`config.mk`:
```
export PLATFORM = sky130hd
export DESIGN_NAME = sync_framed_message_receiver
export DESIGN_NICKNAME = d
export VERILOG_FILES = /design/src/rtl/smr_pkg.sv /design/src/rtl/smr_front.sv /design/src/rtl/smr_fifo.sv /design/src/rtl/smr_back.sv /design/src/rtl/sync_framed_message_receiver.sv
export SDC_FILE = /design/constraint.sdc
export NUM_CORES = 1
export LEC_CHECK = 0
export BUFFER_PORTS_ARGS = -buffer_cell sky130_fd_sc_hd__buf_2
export CAP_MARGIN = 20
export CORE_UTILIZATION = 56
export CTS_BUF_LIST = sky130_fd_sc_hd__clkbuf_2
export CTS_CLUSTER_DIAMETER = 200
export DETAILED_ROUTE_END_ITERATION = 8
export PLACE_DENSITY = 0.75
export SETUP_SLACK_MARGIN = 0.05
export SLEW_MARGIN = 20
export SYNTH_ARGS = -nofsm -noshare
export SYNTH_HDL_FRONTEND = slang
export SYNTH_HIERARCHICAL = 1
export SYNTH_SLANG_ARGS = --single-unit
```
`constraint.sdc`:
```
create_clock -name clk -period 6.9 [get_ports clk]
set_input_delay 1.38 -clock clk [delete_from_list [all_inputs] [get_ports clk]]
set_output_delay 1.38 -clock clk [all_outputs]
set_load 0.1 [all_outputs]
```
`src/rtl/smr_pkg.sv`:
```
// Shared types and constants for the sync framed message receiver.
// No dependencies; imported by every module of the block.
package smr_pkg;

  localparam int PAYLOAD_LEN = 12;
  localparam int BYTE_W      = 8;
  localparam int IDX_W       = 4;
  localparam int QDEPTH      = 2;
  localparam int QPTR_W      = $clog2(QDEPTH);
  localparam int QCNT_W      = $clog2(QDEPTH + 1);

  localparam logic [BYTE_W-1:0] FIRST_SYNC_RST  = 8'hAA;
  localparam logic [BYTE_W-1:0] SECOND_SYNC_RST = 8'h55;

  localparam int CFG_IDX_W = 1;
  localparam logic [CFG_IDX_W-1:0] REG_FIRST_SYNC  = 1'd0;
  localparam logic [CFG_IDX_W-1:0] REG_SECOND_SYNC = 1'd1;

  localparam logic STATUS_OK      = 1'b0;
  localparam logic STATUS_SUM_ERR = 1'b1;

  typedef logic [PAYLOAD_LEN-1:0][BYTE_W-1:0] payload_t;

  typedef struct packed {
    logic     status;
    payload_t payload;
  } frame_rec_t;

  typedef struct packed {
    logic       push;
    frame_rec_t rec;
  } frame_push_t;

endpackage

```
`src/rtl/smr_front.sv`:
```
// Front end: sync hunt, payload capture, running checksum, config registers.
// Depends on smr_pkg; emits one frame record per checksum byte.
module smr_front (
  input  logic                          clk,
  input  logic                          rst_n,
  input  logic                          cfg_we,
  input  logic [smr_pkg::CFG_IDX_W-1:0] cfg_idx,
  input  logic [smr_pkg::BYTE_W-1:0]    cfg_wdata,
  input  logic                          byte_valid,
  input  logic [smr_pkg::BYTE_W-1:0]    byte_data,
  output smr_pkg::frame_push_t          fpush
);
  import smr_pkg::*;

  localparam logic [1:0] PH_SYNC_A = 2'd0;
  localparam logic [1:0] PH_SYNC_B = 2'd1;
  localparam logic [1:0] PH_DATA   = 2'd2;
  localparam logic [1:0] PH_SUM    = 2'd3;

  logic [1:0]        phase_r, phase_nxt;
  logic [IDX_W-1:0]  idx_r, idx_nxt;
  logic [BYTE_W-1:0] sum_r, sum_nxt;
  logic [BYTE_W-1:0] first_r, second_r;
  logic [BYTE_W-1:0] payload_r [PAYLOAD_LEN];
  logic              wr_payload;

  always_comb begin
    phase_nxt  = phase_r;
    idx_nxt    = idx_r;
    sum_nxt    = sum_r;
    wr_payload = 1'b0;
    if (byte_valid) begin
      unique case (phase_r)
        PH_SYNC_A: begin
          if (byte_data == first_r) phase_nxt = PH_SYNC_B;
        end
        PH_SYNC_B: begin
          if (byte_data == second_r) begin
            phase_nxt = PH_DATA;
            idx_nxt   = '0;
            sum_nxt   = '0;
          end else if (byte_data == first_r) begin
            phase_nxt = PH_SYNC_B;
          end else begin
            phase_nxt = PH_SYNC_A;
          end
        end
        PH_DATA: begin
          wr_payload = (idx_r < IDX_W'(PAYLOAD_LEN));
          sum_nxt    = sum_r + byte_data;
          idx_nxt    = idx_r + 1'b1;
          if (idx_nxt >= IDX_W'(PAYLOAD_LEN)) phase_nxt = PH_SUM;
        end
        PH_SUM: begin
          phase_nxt = PH_SYNC_A;
        end
        default: phase_nxt = PH_SYNC_A;
      endcase
    end
  end

  always_ff @(posedge clk) begin
    if (!rst_n) begin
      phase_r  <= PH_SYNC_A;
      idx_r    <= '0;
      sum_r    <= '0;
      first_r  <= FIRST_SYNC_RST;
      second_r <= SECOND_SYNC_RST;
    end else begin
      phase_r <= phase_nxt;
      idx_r   <= idx_nxt;
      sum_r   <= sum_nxt;
      if (cfg_we) begin
        unique case (cfg_idx)
          REG_FIRST_SYNC:  first_r  <= cfg_wdata;
          REG_SECOND_SYNC: second_r <= cfg_wdata;
          default: ;
        endcase
      end
    end
  end

  always_ff @(posedge clk) begin
    if (wr_payload) payload_r[idx_r] <= byte_data;
  end

  always_comb begin
    fpush.push       = byte_valid && (phase_r == PH_SUM);
    fpush.rec.status = (byte_data == sum_r) ? STATUS_OK : STATUS_SUM_ERR;
    for (int k = 0; k < PAYLOAD_LEN; k++) begin
      fpush.rec.payload[k] = payload_r[k];
    end
  end

  assert property (@(posedge clk) disable iff (!rst_n)
    (phase_r == PH_DATA) |-> (idx_r < IDX_W'(PAYLOAD_LEN)))
    else $error("payload index out of range");

  assert property (@(posedge clk) disable iff (!rst_n)
    (byte_valid && phase_r == PH_DATA && idx_r == IDX_W'(PAYLOAD_LEN - 1)) |=>
    (phase_r == PH_SUM))
    else $error("checksum phase not entered after last payload byte");

  assert property (@(posedge clk) disable iff (!rst_n)
    fpush.push |=> (phase_r == PH_SYNC_A))
    else $error("parser did not return to sync hunt after checksum");

endmodule

```
`src/rtl/smr_fifo.sv`:
```
// Short register queue of frame records between front end and back end.
// Depends on smr_pkg.
module smr_fifo (
  input  logic                 clk,
  input  logic                 rst_n,
  input  smr_pkg::frame_push_t fpush,
  output logic                 full,
  output logic                 empty,
  input  logic                 pop,
  output smr_pkg::frame_rec_t  head
);
  import smr_pkg::*;

  frame_rec_t        mem_r [QDEPTH];
  logic [QPTR_W-1:0] wr_ptr_r, rd_ptr_r;
  logic [QCNT_W-1:0] cnt_r;
  logic              do_push, do_pop;

  assign full    = (cnt_r == QCNT_W'(QDEPTH));
  assign empty   = (cnt_r == '0);
  assign do_push = fpush.push && !full;
  assign do_pop  = pop && !empty;
  assign head    = mem_r[rd_ptr_r];

  always_ff @(posedge clk) begin
    if (!rst_n) begin
      wr_ptr_r <= '0;
      rd_ptr_r <= '0;
      cnt_r    <= '0;
    end else begin
      if (do_push) begin
        wr_ptr_r <= (wr_ptr_r == QPTR_W'(QDEPTH - 1)) ? '0 : wr_ptr_r + 1'b1;
      end
      if (do_pop) begin
        rd_ptr_r <= (rd_ptr_r == QPTR_W'(QDEPTH - 1)) ? '0 : rd_ptr_r + 1'b1;
      end
      if (do_push && !do_pop) cnt_r <= cnt_r + 1'b1;
      else if (do_pop && !do_push) cnt_r <= cnt_r - 1'b1;
    end
  end

  always_ff @(posedge clk) begin
    if (do_push) mem_r[wr_ptr_r] <= fpush.rec;
  end

  assert property (@(posedge clk) disable iff (!rst_n)
    cnt_r <= QCNT_W'(QDEPTH))
    else $error("queue count overflow");

  assert property (@(posedge clk) disable iff (!rst_n)
    fpush.push |-> !full)
    else $error("record pushed into full queue");

  assert property (@(posedge clk) disable iff (!rst_n)
    (do_push && !do_pop) |=> (cnt_r == $past(cnt_r) + 1'b1))
    else $error("queue count did not follow push");

endmodule

```
`src/rtl/smr_back.sv`:
```
// Back end: decodes a frame record into result fields and holds them in
// the output register until popped. Depends on smr_pkg.
module smr_back (
  input  logic                  clk,
  input  logic                  rst_n,
  input  logic                  q_empty,
  input  smr_pkg::frame_rec_t   q_head,
  output logic                  q_pop,
  output logic                  out_empty,
  input  logic                  out_pop,
  output logic                  out_frame_status,
  output logic [15:0]           out_pos_x,
  output logic [15:0]           out_pos_y,
  output logic                  out_camera_flag,
  output logic                  out_enable_flag,
  output logic signed [15:0]    out_angle_deg,
  output logic [15:0]           out_range_mm,
  output logic [15:0]           out_max_range_mm
);
  import smr_pkg::*;

  logic     valid_r;
  logic     load;
  payload_t p;

  assign load      = !q_empty && (!valid_r || out_pop);
  assign q_pop     = load;
  assign out_empty = !valid_r;

  always_comb begin
    p = (q_head.status == STATUS_OK) ? q_head.payload : '0;
  end

  always_ff @(posedge clk) begin
    if (!rst_n) begin
      valid_r <= 1'b0;
    end else if (load) begin
      valid_r <= 1'b1;
    end else if (out_pop) begin
      valid_r <= 1'b0;
    end
  end

  always_ff @(posedge clk) begin
    if (load) begin
      out_frame_status <= q_head.status;
      out_pos_x        <= {p[1], p[0]};
      out_pos_y        <= {p[3], p[2]};
      out_camera_flag  <= |p[4];
      out_enable_flag  <= |p[5];
      out_angle_deg    <= signed'({p[7], p[6]});
      out_range_mm     <= {p[9], p[8]};
      out_max_range_mm <= {p[11], p[10]};
    end
  end

  assert property (@(posedge clk) disable iff (!rst_n)
    (valid_r && !out_pop) |=> valid_r)
    else $error("result dropped without pop");

  assert property (@(posedge clk) disable iff (!rst_n)
    load |=> valid_r)
    else $error("loaded result not shown");

  assert property (@(posedge clk) disable iff (!rst_n)
    (load && q_head.status == STATUS_SUM_ERR) |=>
    (out_pos_x == '0 && out_range_mm == '0 && !out_camera_flag))
    else $error("fields not cleared on checksum error");

endmodule

```
`src/rtl/sync_framed_message_receiver.sv`:
```
// Sync framed message receiver: top level.
// Depends on smr_pkg, smr_front, smr_fifo and smr_back.
//
// Input channel: a byte is taken when in_push is high and in_full is low.
// The parser hunts for the two sync bytes, stores a 12-byte payload with a
// modulo-256 sum, and on the following checksum byte produces one result.
// Result channel: while out_empty is low the oldest result is on the out_
// ports; it is consumed when out_pop is high. A checksum error gives
// out_frame_status high and all other fields zero.
// Config: cfg_we writes cfg_wdata to the sync byte register cfg_idx
// (0 first, 1 second) in the same edge. Write only while idle.
// Throughput: one byte per cycle while in_full is low. The record of an
// accepted checksum byte is written into the queue at the accepting edge
// and then loaded into the output register once that register is free.
// A 2-entry record queue plus the output register decouple the sides;
// in_full rises only when the queue is full, i.e. when the consumer has
// stalled with three results pending. Synchronous reset (rst_n low)
// restores the sync hunt, default sync bytes 0xAA/0x55 and drops results.
module sync_framed_message_receiver (
  input  logic                          clk,
  input  logic                          rst_n,
  input  logic                          cfg_we,
  input  logic [smr_pkg::CFG_IDX_W-1:0] cfg_idx,
  input  logic [smr_pkg::BYTE_W-1:0]    cfg_wdata,
  input  logic                          in_push,
  output logic                          in_full,
  input  logic [smr_pkg::BYTE_W-1:0]    in_rx_byte,
  output logic                          out_empty,
  input  logic                          out_pop,
  output logic                          out_frame_status,
  output logic [15:0]                   out_pos_x,
  output logic [15:0]                   out_pos_y,
  output logic                          out_camera_flag,
  output logic                          out_enable_flag,
  output logic signed [15:0]            out_angle_deg,
  output logic [15:0]                   out_range_mm,
  output logic [15:0]                   out_max_range_mm
);
  import smr_pkg::*;

  frame_push_t fpush;
  frame_rec_t  q_head;
  logic        q_full, q_empty, q_pop;
  logic        in_take;

  assign in_full = q_full;
  assign in_take = in_push && !q_full;

  smr_front u_front (
    .clk        (clk),
    .rst_n      (rst_n),
    .cfg_we     (cfg_we),
    .cfg_idx    (cfg_idx),
    .cfg_wdata  (cfg_wdata),
    .byte_valid (in_take),
    .byte_data  (in_rx_byte),
    .fpush      (fpush)
  );

  smr_fifo u_fifo (
    .clk   (clk),
    .rst_n (rst_n),
    .fpush (fpush),
    .full  (q_full),
    .empty (q_empty),
    .pop   (q_pop),
    .head  (q_head)
  );

  smr_back u_back (
    .clk              (clk),
    .rst_n            (rst_n),
    .q_empty          (q_empty),
    .q_head           (q_head),
    .q_pop            (q_pop),
    .out_empty        (out_empty),
    .out_pop          (out_pop),
    .out_frame_status (out_frame_status),
    .out_pos_x        (out_pos_x),
    .out_pos_y        (out_pos_y),
    .out_camera_flag  (out_camera_flag),
    .out_enable_flag  (out_enable_flag),
    .out_angle_deg    (out_angle_deg),
    .out_range_mm     (out_range_mm),
    .out_max_range_mm (out_max_range_mm)
  );

endmodule

```
Word-level counts from Yosys, hierarchy flattened --
Memories as Yosys holds them, arrays and structs flattened. A register that Yosys moved wholly into a read port is not among the register bits. Cells that the tools add are included.
Cells by class: shifts and indexed selects 0, multiplexer cells 25, magnitude comparators 2, equality and inequality tests 10, reduce and logical (&&, ||, !) cells 24, div/mod/pow operators 0, bitwise gates (word level) 1, add/sub/neg operators 6, multipliers 0
Operators by type and width (number):
- two-way mux 48 bit | 1
- == test 8 bit | 3
- case mux 8 bit (2 select lines) | 1
- OR reduction 8 bit | 2
- two-way mux 1 bit | 14
- two-way mux 2 bit | 5
- adder 8 bit | 1
- two-way mux 8 bit | 1
- case mux 2 bit (4 select lines) | 1
- case mux 4 bit (2 select lines) | 1
- logical AND 1 bit | 7
- == test 2 bit (second input constant) | 3
- inequality test 2 x 1 -> 1 bit (second input constant) | 3
- AND reduction 3 bit | 2
- nonzero test 2 bit | 3
- zero test 1 bit | 5
- adder 4 x 1 -> 4 bit (second input constant) | 1
- >= comparator 4 bit (second input constant) | 1
- zero test 2 bit | 2
- less-than comparator 4 bit (second input constant) | 1
- two-way mux 4 bit | 1
- AND reduction 2 bit | 2
- adder 1 bit (second input constant) | 2
- adder 2 x 1 -> 2 bit (second input constant) | 1
- 4 further kinds | 4
Word-level totals: flip-flop bits (word level) 118, RAM bits 290, bits in latches 0, memory bits (read-only) 0, memories 2
Memory list:
- u_fifo.mem_r | words 2, width 97, read ports 1, clocked after memory_dff 1, wr ports 1, RTL line smr_fifo.sv:14 | frame_rec_t mem_r [QDEPTH];
- u_front.payload_r | words 12, width 8, read ports 12, clocked after memory_dff 0, wr ports 1, RTL line smr_front.sv:24 | logic [BYTE_W-1:0] payload_r [PAYLOAD_LEN];

Longest topological paths before layout --
depth after elaboration 9, depth in mapped cells 10

Hierarchy --
The synthesis kept the hierarchy.
By module, submodules not included:
- smr_fifo | area each 7350.8 sq um, cells each 327, times used 1
- smr_front | area each 4709.5 sq um, cells each 318, times used 1
- smr_back | area each 3173.0 sq um, cells each 183, times used 1
- sync_framed_message_receiver | area each 13.8 sq um, cells each 1, times used 1

Least setup slack after synthesis --
No wires, ideal clock.
path type input-to-reg, from input out_pop, to register u_fifo.cnt_r[1], required time 6830 ps, path buffers 0, data arrival time 6717 ps, library setup time 70 ps, slack 113 ps, stages 6, cells stage by stage nand2b_1 nor2b_1 o21ai_1 ha_1 or3_1 a21boi_1
On the way: longest elaborated chain between the ends 6
RTL lines:
- start: declaration | RTL line sync_framed_message_receiver.sv:29 | input logic out_pop,
- logical OR 1 bit * | RTL line smr_back.sv:26 | assign load = !q_empty && (!valid_r || out_pop);
- logical AND 1 bit * | RTL line smr_back.sv:26
- named net q_pop | RTL line sync_framed_message_receiver.sv:43 | logic q_full, q_empty, q_pop;
- logical AND 1 bit * | RTL line smr_fifo.sv:22 | assign do_pop = pop && !empty;
- zero test 1 bit | RTL line smr_fifo.sv:37 | if (do_push && !do_pop) cnt_r <= cnt_r + 1'b1;
- logical AND 1 bit | RTL line smr_fifo.sv:37
- two-way mux 2 bit / nonzero test 2 bit (equally long branches)
- end signal: assignment | RTL line smr_fifo.sv:37
- end signal: assignment | RTL line smr_fifo.sv:38 | else if (do_pop && !do_push) cnt_r <= cnt_r - 1'b1;
- end: declaration | RTL line smr_fifo.sv:16 | logic [QCNT_W-1:0] cnt_r;
The timed path passes the listed nets; every way through them passes the cells marked *. A chain may end at the register's enable or synchronous reset.

Worst setup path after layout --
from register u_fifo.cnt_r[0], to output in_full
On the way: longest elaborated chain between the ends 1
RTL lines:
- == test 2 bit | RTL line smr_fifo.sv:19 | assign full = (cnt_r == QCNT_W'(QDEPTH));
- end: declaration | RTL line sync_framed_message_receiver.sv:26 | output logic in_full,
No other way between the ends.

==> metrics.cfg <==
[run_status]
status = finished with violations
violations = DRC

[synth]
yosys_warnings = 6
synth_edf_count = 373
synth_area_sq_mm = 0.0152
ys_types = 50
synth_seq_cells = 409
synth.yosys.seq_area_share_pct = 78.2
dominantRegCellSynth = edfxtp_1
syn-num-nets = 864
synthCells = 829
async_flop_share_pct = 0
avgSynthCellArea_sq_um = 18.4

[detailed_routing]
ant_nets = 0
post_drt_wl_per_cell_microns = 17.6
vias = 7421
first_pass_iters = 6
remaining_drc_errors = 1
first_iter_violations = 451
wl_met1_microns = 10900
wl_met3_microns = 1330
viasPerCell = 5.24
routed-wl-met2_microns = 12300
top_layer = met4
finalWirelength_microns = 25000

[layout]
final_common_cell = edfxtp_1
multiInputGateArea_sq_mm = 0.00308
area_delta_synth_final_pct = 10.8
drive_above_1_share_pct = 34.4
final_util_pct = 63.0
nNetsFinal = 1044
n_fill_cell = 1954
layout_common_cells = edfxtp_1 (373), clkbuf_2 (146), buf_2 (106)
seq_area_sq_mm = 0.0119

[sta]
finalSetupTns_ns = 0
min_period_over_period_pct = 49.3
final_max_slew_viol_count = 0
setup_viol = 0
hold_violations = 0
period_needed_ns = 3.40
fmax_ghz = 0.294
relSlewSlack_pct = 41.1
grt_setup_unrepaired = false
fin_skew_ns = 0.0447
worst_slew_pin_slew_ns = 0.884

[global_route]
grt_overflow = 0
grt_pass1_vias = 7601
grt_util_all_layers_pct = 18.3
antenna_found_initial = 1
grt_max_degree = 85
grt_pass1_wl_microns = 39000

[floorplanning]
die-area_sq_mm = 0.0279
die-height_microns = 167
start_util_pct = 56.9
core_sq_mm = 0.0268
die_w_microns = 167
fp-row-count = 60
io_pins = 107

[min_path]
min_to = u_fifo/mem_r[0][46]$_DFFE_PP_
min_from = u_front/payload_r[5][6]$_DFFE_PP_
min_path_cells = 0
min_path_type = reg2reg

[clock_network]
tritoncts = built
cts_made_buffers = 96
clock_latency_ns = 0.85
cts_root_buf = clkbuf_2
cts_sinks = 409
postCtsHoldBufs = 0
post_cts.repair.setup_buffers = 0
post_cts_resized = 0
htree_levels = 3
ctsLongestPathBuffers = 3
clkTransAtPathRegs_ns = 0.11

[placement]
place.gp.congestion = 0.784
dp.final_hpwl_microns = 13800
portBuffers = 106

[run]
maxCapViolCount = 0

[power_and_ir_drop]
ir_drop_mv = 0.110
leakagePower_nw = 6.01
power_density_mw_per_mm2 = 250

[critical_path]
r2r_slack_ns = 4.02
worst_setup_path_end_kind = primary output
cp-start-kind = flop
required_ns = 5.52
rr_startpoint = u_fifo/cnt_r[0]$_SDFFE_PN0P_
worstPathMaxFanout = 5
rr_worst_depth = 6
slowest_delay_ns = 0.45
path_delay_family = buffers and inverters
crit_buf_inv = 2
crit_chain = nand2b_1 -> inv_2 -> buf_2
setup.worst_path.class = reg2out
r2r-end = u_fifo/mem_r[1][35]$_DFFE_PP_
slowest_stage = buf_2
arrival_ns = 2.02

## worst reg2reg max path, cell delays in order, from the launching register on
cell and delay [ns]:
dfxtp_1 0.44, nand2b_1 0.21, inv_2 0.10, nor2b_4 0.17, and3_1 0.21, and3_4 0.57
buf_4 0.76
## cell families after synthesis
| family | count (synthesis) | synth area share [%] |
|---|---|---|
| flip-flops | 409 | 78.2 |
| AND/OR/NAND/NOR | 192 | 7.16 |
| multiplexers | 99 | 8.04 |
| AO/OA/AOI/OAI | 52 | 2.23 |
| buffers and inverters | 37 | 1.71 |
| XOR/XNOR | 27 | 1.55 |
| adder cells (fa/ha/maj) | 13 | 1.12 |
## per-layer routing
| layer | vias to the layer above | GRT usage, % |
|---|---|---|
| met5 | - | 0 |
| met4 | 0 | 8.62 |
| met3 | 38 | 4.33 |
| met2 | 210 | 30.4 |
| met1 | 3652 | 22.9 |
| li1 | 3521 | - |
## how the worst max path moves through the flow
stage	start	endpoint	slack [ns]	cells after the start
finish	u_fifo/cnt_r[0]$_SDFFE_PN0P_	in_full	3.50	3
global route	u_fifo/cnt_r[0]$_SDFFE_PN0P_	in_full	3.36	3
CTS	u_fifo/cnt_r[0]$_SDFFE_PN0P_	in_full	3.39	3
detailed placement	out_pop	u_fifo/cnt_r[1]$_SDFFE_PN0P_	3.05	8
global placement	out_pop	u_fifo/cnt_r[1]$_SDFFE_PN0P_	3.17	8
floorplan	out_pop	u_fifo/cnt_r[1]$_SDFFE_PN0P_	0.11	6
## layout make-up
cell class                 instances  area share, %
antenna                            1         0.0148
clock buffer                     146           4.33
clock inverter                    16          0.696
inverter                           7          0.156
multi-input combinational        383           18.3
sequential                       409           70.6
tap                              341           2.53
timing repair buffer             112           3.43
## stage by stage
stage / setup slack (ns) / area (sq um) / hold slack, ns / total power (W) / instances
5_1_grt: 3.36 / 16900 / 0.400 / 0.00439 / 1415
3_5_place_dp: 3.05 / 16000 / 0.429 / 0.00280 / 1252
6_report: 3.50 / 16900 / 0.408 / 0.00422 / 1415
2_1_floorplan: 0.113 / 15200 / 0.421 / 0.00277 / 829
4_1_cts: 3.39 / 16900 / 0.408 / 0.00427 / 1414
3_3_place_gp: 3.17 / 16000 / 0.422 / 0.00280 / 1252
## power breakdown
group	internal, W	switching (W)	total, W	leakage [nW]
clock network	0.000626	0.000850	0.00148	0.665
logic	0.0000195	0.0000441	0.0000636	1.69
registers	0.00267	0.00000376	0.00268	3.65
total	0.00332	0.000898	0.00422	6.01
## cells in the mapped netlist (2+ instances only)
cell type | number | share of area, %
nor3b_1 | 2 | 0.098
o21a_1 | 2 | 0.098
mux2_4 | 30 | 3.0
and2_1 | 18 | 0.74
nand2b_1 | 4 | 0.16
nor4_1 | 5 | 0.21
a21oi_1 | 16 | 0.53
dfxtp_1 | 36 | 4.7
nor2_1 | 8 | 0.20
inv_1 | 6 | 0.15
xnor2_1 | 16 | 0.92
nand3_1 | 11 | 0.36
nand2_1 | 42 | 1.0
and3_1 | 2 | 0.082
a21o_1 | 4 | 0.20
a211oi_1 | 3 | 0.15
o21ai_0 | 8 | 0.26
edfxtp_1 | 373 | 73
a21boi_0 | 2 | 0.098
mux2_2 | 68 | 5.0
xor2_1 | 11 | 0.63
nand4_1 | 6 | 0.25
buf_6 | 15 | 1.1
o211ai_1 | 3 | 0.15
buf_2 | 7 | 0.23
nor2b_1 | 83 | 3.4
clkbuf_1 | 7 | 0.17
nor3_1 | 5 | 0.16
ha_1 | 12 | 0.98
a22o_1 | 4 | 0.23
## flip-flops by register name (all words and copies together), names as in the netlist, named ones only
name                     cells
u_back/out_enable_flag       1
u_front/idx_r                4
u_front/sum_r                8
u_fifo/wr_ptr_r              1
u_fifo/rd_ptr_r              1
u_front/first_r              8
u_back/valid_r               1
u_fifo/mem_r               194
u_back/out_range_mm         16
u_back/out_max_range_mm     16
u_front/payload_r           96
u_back/out_pos_y            16
u_front/second_r             8
u_back/out_camera_flag       1
u_fifo/cnt_r                 2
u_back/out_frame_status      1
u_back/out_angle_deg        16
u_back/out_pos_x            16
u_front/phase_r              1
Note: power is estimated with default switching activity, not from simulation.
